File: src/design/pps_pkg.sv
// Package for the particle pool core: widths, reset values, codes, the pool
// entry type, and the command and status types shared by the controller and
// datapath. No dependencies.
`default_nettype none
package pps_pkg;

   localparam int POOL_SIZE_DEF = 64;
   localparam int SLOT_W        = 6;
   localparam int WORD_W        = 32;
   localparam int COUNT_W       = 7;
   localparam int SCALE_W       = 31;
   localparam int SEED_W        = 16;
   localparam int ALPHA_W       = 17;
   localparam int CSR_IDX_W     = 4;

   localparam logic [COUNT_W-1:0] RESET_SPAWN_COUNT = 7'd30;
   localparam logic [WORD_W-1:0]  RESET_INIT_LIFE   = 32'd65536;
   localparam logic [SCALE_W-1:0] RESET_VEL_SCALE   = 31'd327680;
   localparam logic [SEED_W-1:0]  RESET_SEED        = 16'd44257;
   localparam logic [SEED_W-1:0]  LFSR_TAPS         = 16'hB400;
   localparam logic [ALPHA_W-1:0] ALPHA_ONE         = 17'd65536;

   localparam logic [CSR_IDX_W-1:0] REG_SPAWN_COUNT = 4'd0;
   localparam logic [CSR_IDX_W-1:0] REG_INIT_LIFE   = 4'd1;
   localparam logic [CSR_IDX_W-1:0] REG_VEL_SCALE   = 4'd2;
   localparam logic [CSR_IDX_W-1:0] REG_SEED        = 4'd3;

   localparam logic OP_SPAWN = 1'b0;
   localparam logic OP_TICK  = 1'b1;

   // Multiplier operand selection.
   localparam logic [2:0] MUL_CENTER = 3'd0;
   localparam logic [2:0] MUL_UP     = 3'd1;
   localparam logic [2:0] MUL_TX     = 3'd2;
   localparam logic [2:0] MUL_TY     = 3'd3;
   localparam logic [2:0] MUL_TZ     = 3'd4;

   // Result register source.
   localparam logic [1:0] OUT_SPAWN     = 2'd0;
   localparam logic [1:0] OUT_HOLD_MID  = 2'd1;
   localparam logic [1:0] OUT_HOLD_LAST = 2'd2;
   localparam logic [1:0] OUT_EMPTY     = 2'd3;

   typedef struct packed {
      logic [WORD_W-1:0] life;
      logic [WORD_W-1:0] pos_x;
      logic [WORD_W-1:0] pos_y;
      logic [WORD_W-1:0] pos_z;
      logic [WORD_W-1:0] vel_x;
      logic [WORD_W-1:0] vel_y;
      logic [WORD_W-1:0] vel_z;
   } pps_entry_type;

   localparam int ENTRY_W = $bits(pps_entry_type);

   typedef struct packed {
      logic              load_req;
      logic [2:0]        mul_sel;
      logic              lfsr_step;
      logic              vel_x_load;
      logic              vel_y_load;
      logic              spawn_write;
      logic              rd_en;
      logic              kill;
      logic              life_load;
      logic              pos_x_load;
      logic              pos_y_load;
      logic              tick_write;
      logic              hold_load;
      logic              out_load;
      logic [1:0]        out_sel;
      logic [SLOT_W-1:0] slot;
   } pps_cmd_type;

   typedef struct packed {
      logic alive_bit;
      logic spawn_full;
      logic dead;
      logic div_done;
      logic out_busy;
      logic hold_valid;
   } pps_status_type;

endpackage
`default_nettype wire

File: src/design/pps_ctrl.sv
// Controller for the particle pool core: walks the slots for spawn and tick
// items and sequences the datapath. Depends on pps_pkg.
`default_nettype none
module pps_ctrl import pps_pkg::*; #(
   parameter int POOL_SIZE = POOL_SIZE_DEF
) (
   input  wire logic           clock,
   input  wire logic           reset,
   input  wire logic           req_valid,
   input  wire logic           req_opcode,
   output logic                req_ready,
   output pps_cmd_type         cmd,
   input  wire pps_status_type status
);
   localparam logic [SLOT_W-1:0] LAST_SLOT = SLOT_W'(POOL_SIZE - 1);

   localparam logic [3:0] ST_IDLE   = 4'd0;
   localparam logic [3:0] ST_SCAN   = 4'd1;
   localparam logic [3:0] ST_VX     = 4'd2;
   localparam logic [3:0] ST_VY     = 4'd3;
   localparam logic [3:0] ST_VZ     = 4'd4;
   localparam logic [3:0] ST_SWR    = 4'd5;
   localparam logic [3:0] ST_REPORT = 4'd6;
   localparam logic [3:0] ST_TRD    = 4'd7;
   localparam logic [3:0] ST_TCHK   = 4'd8;
   localparam logic [3:0] ST_TMY    = 4'd9;
   localparam logic [3:0] ST_TMZ    = 4'd10;
   localparam logic [3:0] ST_TWB    = 4'd11;
   localparam logic [3:0] ST_TDIV   = 4'd12;
   localparam logic [3:0] ST_TEMIT  = 4'd13;
   localparam logic [3:0] ST_TEND   = 4'd14;

   logic [3:0]        state_ff, state_in;
   logic [SLOT_W-1:0] slot_ff, slot_in;
   logic              at_last;

   assign at_last   = (slot_ff == LAST_SLOT);
   assign req_ready = (state_ff == ST_IDLE);

   always_comb begin
      state_in = state_ff;
      slot_in  = slot_ff;
      cmd      = '0;
      cmd.slot = slot_ff;
      case (state_ff)
         ST_IDLE: begin
            if (req_valid) begin
               cmd.load_req = 1'b1;
               slot_in      = '0;
               state_in     = (req_opcode == OP_TICK) ? ST_TRD : ST_SCAN;
            end
         end
         ST_SCAN: begin
            if (status.spawn_full) begin
               state_in = ST_REPORT;
            end else if (!status.alive_bit) begin
               state_in = ST_VX;
            end else if (at_last) begin
               state_in = ST_REPORT;
            end else begin
               slot_in = slot_ff + 1'b1;
            end
         end
         ST_VX: begin
            cmd.lfsr_step = 1'b1;
            cmd.mul_sel   = MUL_CENTER;
            state_in      = ST_VY;
         end
         ST_VY: begin
            cmd.vel_x_load = 1'b1;
            cmd.lfsr_step  = 1'b1;
            cmd.mul_sel    = MUL_UP;
            state_in       = ST_VZ;
         end
         ST_VZ: begin
            cmd.vel_y_load = 1'b1;
            cmd.lfsr_step  = 1'b1;
            cmd.mul_sel    = MUL_CENTER;
            state_in       = ST_SWR;
         end
         ST_SWR: begin
            cmd.spawn_write = 1'b1;
            if (at_last) begin
               state_in = ST_REPORT;
            end else begin
               slot_in  = slot_ff + 1'b1;
               state_in = ST_SCAN;
            end
         end
         ST_REPORT: begin
            if (!status.out_busy) begin
               cmd.out_load = 1'b1;
               cmd.out_sel  = OUT_SPAWN;
               state_in     = ST_IDLE;
            end
         end
         ST_TRD: begin
            if (status.alive_bit) begin
               cmd.rd_en = 1'b1;
               state_in  = ST_TCHK;
            end else if (at_last) begin
               state_in = ST_TEND;
            end else begin
               slot_in = slot_ff + 1'b1;
            end
         end
         ST_TCHK: begin
            if (status.dead) begin
               cmd.kill = 1'b1;
               if (at_last) begin
                  state_in = ST_TEND;
               end else begin
                  slot_in  = slot_ff + 1'b1;
                  state_in = ST_TRD;
               end
            end else begin
               cmd.life_load = 1'b1;
               cmd.mul_sel   = MUL_TX;
               state_in      = ST_TMY;
            end
         end
         ST_TMY: begin
            cmd.pos_x_load = 1'b1;
            cmd.mul_sel    = MUL_TY;
            state_in       = ST_TMZ;
         end
         ST_TMZ: begin
            cmd.pos_y_load = 1'b1;
            cmd.mul_sel    = MUL_TZ;
            state_in       = ST_TWB;
         end
         ST_TWB: begin
            cmd.tick_write = 1'b1;
            state_in       = ST_TDIV;
         end
         ST_TDIV: begin
            if (status.div_done) begin
               state_in = ST_TEMIT;
            end
         end
         ST_TEMIT: begin
            // The previous survivor goes out only once this one exists, so
            // that the final one can carry the last flag.
            if (!status.hold_valid || !status.out_busy) begin
               cmd.out_load  = status.hold_valid;
               cmd.out_sel   = OUT_HOLD_MID;
               cmd.hold_load = 1'b1;
               if (at_last) begin
                  state_in = ST_TEND;
               end else begin
                  slot_in  = slot_ff + 1'b1;
                  state_in = ST_TRD;
               end
            end
         end
         ST_TEND: begin
            if (!status.out_busy) begin
               cmd.out_load = 1'b1;
               cmd.out_sel  = status.hold_valid ? OUT_HOLD_LAST : OUT_EMPTY;
               state_in     = ST_IDLE;
            end
         end
         default: begin
            state_in = ST_IDLE;
         end
      endcase
   end

   always_ff @(posedge clock) begin
      if (reset) begin
         state_ff <= ST_IDLE;
         slot_ff  <= '0;
      end else begin
         state_ff <= state_in;
         slot_ff  <= slot_in;
      end
   end
endmodule
`default_nettype wire

File: config.mk
export PLATFORM = sky130hd
export DESIGN_NAME = pps_ctrl
export DESIGN_NICKNAME = d
export VERILOG_FILES = /design/src/design/pps_pkg.sv /design/src/design/pps_ctrl.sv
export SDC_FILE = /design/constraint.sdc
export NUM_CORES = 1
export LEC_CHECK = 0
export ABC_CLOCK_PERIOD_IN_PS = 3000
export BUFFER_PORTS_ARGS = -buffer_cell sky130_fd_sc_hd__buf_2
export CORE_ASPECT_RATIO = 0.7
export CORE_MARGIN = 1.5
export CORE_UTILIZATION = 54
export DETAILED_ROUTE_END_ITERATION = 6
export GPL_TIMING_DRIVEN = 0
export PLACE_DENSITY = 0.95
export SKIP_CTS_REPAIR_TIMING = 1
export SKIP_LAST_GASP = 1
export SYNTH_ARGS = -nofsm -noshare
export SYNTH_HDL_FRONTEND = slang
export SYNTH_SLANG_ARGS = --single-unit
File: constraint.sdc
create_clock -name clock -period 3 [get_ports clock]
set_input_delay 0.3 -clock clock [delete_from_list [all_inputs] [get_ports clock]]
set_output_delay 0.3 -clock clock [all_outputs]
set_load 0.01 [all_outputs]
==> flow_summary.ini <==
[synth]
avgSynthCellArea_um2 = 7.53
synthCells = 139
synth_nets = 150
synthXorXnorAreaFrac_pct = 0
synth-adder-area-share_pct = 1.19
synth.most_common_cell = nand2_1
synth_seq_area_share_pct = 19.1
async_reset_ff_share_pct = 0
yosysWarnings = 0
syn-cell-area_um2 = 1050
synth_edf_count = 0
synth_common_cells = 17 x nand2_1, 15 x nor2_1, 10 x dfxtp_1
ys_ff_latch = 10
synthFlopType = dfxtp_1
ys_types = 50
synthMuxAreaShare_pct = 0.956
synth_top_cells_by_area = dfxtp_1 19%, nand2_1 6.1%, nor2_1 5.4%, a221oi_2 4.3%, buf_6 4.3%
yosys.area.top_type = dfxtp_1
synth_compound_area_share_pct = 32.6
synth_top_family_by_area = simple AND/OR/NAND/NOR gates
synth-simple-area-share_pct = 35.4
yosys.area.top_type_share_pct = 19.1

[routing]
vias = 1261
drc = 0
drt_iter0_drc = 72
final_antenna_net_count = 0
vias_per_cell = 6.34
wl_per_cell_um = 16.2
drt_pass1_iterations = 4
routed_wl_mm = 3.22

[worst_hold_path]
hold_class = input pin to register
whs_endpoint = slot_ff[0]
worstHoldStart = reset
min_path_cells = 3

[sta]
post-route-min-period_ps = 2240
rsz0062_at_grt = false
finClkSkew_ps = 2.01
final-hold-violation-count = 0
maxSlewViolCount = 0
period_share_pct = 74.6
hold_ws_ps = 357
setup_violations = 0
max_freq_ghz = 0.447
tightest_slew_ps = 637
setup_tns_ps = 0
relSlewSlack_pct = 57.5

[cells_and_area]
layout-drive-gt1-share_pct = 35.0
fin_area_um2 = 1280
diodes = 0
fillCellCount = 152
final_util_pct = 69.7
area_growth_syn_to_layout_pct = 22.3
fin_nets = 189

[cts]
cts.reportedPaths.clkPinSlew_ps = 70
cts_buffers = 3
cts_num_sinks = 10
clkLatencyLatePin_ps = 270
cts.htree.levels = 1
tritoncts = done
cts_buffer_depth = 2
root_buffer = clkbuf_4

[power]
irDropWorstVdd_uv = 613
powerDensity_nw_per_um2 = 815
leakagePower_uw = 0.000550

[critical_path]
slowest_delay_ps = 360
cp_cell_sequence = buf_4, clkbuf_1, nor2b_1, a21oi_1, o2bb2ai_1, and3_1, buf_2
critPathLaunchType = register
rr_startpoint = slot_ff[1]
cp_slowest_cell = clkbuf_1
worstSetupPathType = register to output pin
critPathMaxFanout = 10
r2r_end = state_ff[3]
cp-end-kind = output pin
worstPathRequired_ps = 2700
worstPathArrival_ps = 1940
r2r_setup_slack_ps = 840
reg2reg_depth = 6

[floorplan]
pin_count = 35
die_x_um = 55.6
initial_core_util_pct = 57.0
core_um2 = 1840
rows = 13
die_area_um2 = 2220
die_h_um = 39.8

[placement]
hpwlAfterDp_mm = 2.43
io_buffer_count = 34
gp_congestion = 0.900
placed_cell_area_um2 = 1240

[grt]
grt_use_total_pct = 29.4
grt_max_degree = 11
grt_pass1_wl_mm = 4.84
grt_overflow = 0
grt_pass1_vias = 1050
antenna_found_initial = 0

[outcome]
outcome = finished, final reports clean

[flow_run]
max_cap_viol_count = 0
==> worst max-delay path: cells and delay by family (launching register included) <==
kind / cells / cell delay, ps
compound gates: 2 / 230
buf+inv: 3 / 640
flops: 1 / 310
simple gates: 2 / 470
==> layout by cell type (no fill, tap or decap), types with 2 or more instances in the layout <==
cell	instances
nor2b_4	2
nor3_1	7
buf_2	34
o32ai_1	2
nand2_1	17
o22ai_1	2
o31ai_1	2
dfxtp_1	10
nor2b_1	2
and2_1	5
a221o_1	2
o21ai_0	4
a221oi_2	3
inv_1	8
buf_6	4
a211oi_1	3
buf_4	4
nor2_1	15
a21oi_1	7
nand3_1	7
clkbuf_4	3
a31oi_1	3
==> kinds of logic (layout without fill, tap and decap cells) <==
group                    count (synthesis)  after routing
buffers and inverters                   18             56
multiplexers                             1              1
adder cells (fa/ha/maj)                  1              1
AO/OA/AOI/OAI                           40             40
flip-flops                              10             10
AND/OR/NAND/NOR                         69             69
==> layout make-up <==
cell class | instances | area, um2 | area share (%)
plain buffers | 9 | 78.8 | 6.15
clock buffers | 4 | 36.3 | 2.83
well taps | 22 | 27.5 | 2.15
flip-flops and latches | 10 | 200 | 15.6
multi-input cells | 111 | 734 | 57.3
inverters | 9 | 33.8 | 2.64
repair buffers | 34 | 170 | 13.3
==> report_power, final <==
group          internal [uW]  switching, uW
Sequential               158           12.3
Clock                   73.8           50.4
Combinational            299            450
Total                    530            513
==> state kept, by name, indices dropped and copies added (netlist names) <==
name / flops
slot_ff: 6
state_ff: 4
==> metrics by stage <==
stage | total power [uW] | setup slack (ps) | instances
floorplan | 725 | 992 | 139
global placement | 863 | 946 | 195
detailed placement | 903 | 898 | 195
CTS | 1030 | 790 | 199
global route | 1110 | 547 | 199
finish | 1040 | 762 | 199
==> layer usage <==
metal  vias up  wire, um  track usage [%]
met5         -         0                0
met4         0       112             16.5
met3        15       287             8.58
met2        82      1480             47.0
met1       579      1340             36.2
li1        585         -                -
==> worst max-delay path by stage <==
stage / from / end / slack (ps) / cells after the start
2_1_floorplan: slot_ff[0] / state_ff[3] / 990 / 6
3_3_place_gp: slot_ff[0] / state_ff[3] / 950 / 6
3_5_place_dp: slot_ff[0] / state_ff[3] / 900 / 6
4_1_cts: state_ff[0] / cmd[6] / 790 / 7
5_1_grt: state_ff[0] / cmd[6] / 550 / 7
6_report: state_ff[0] / cmd[6] / 760 / 7
Note: power is estimated with default switching activity, not from simulation.
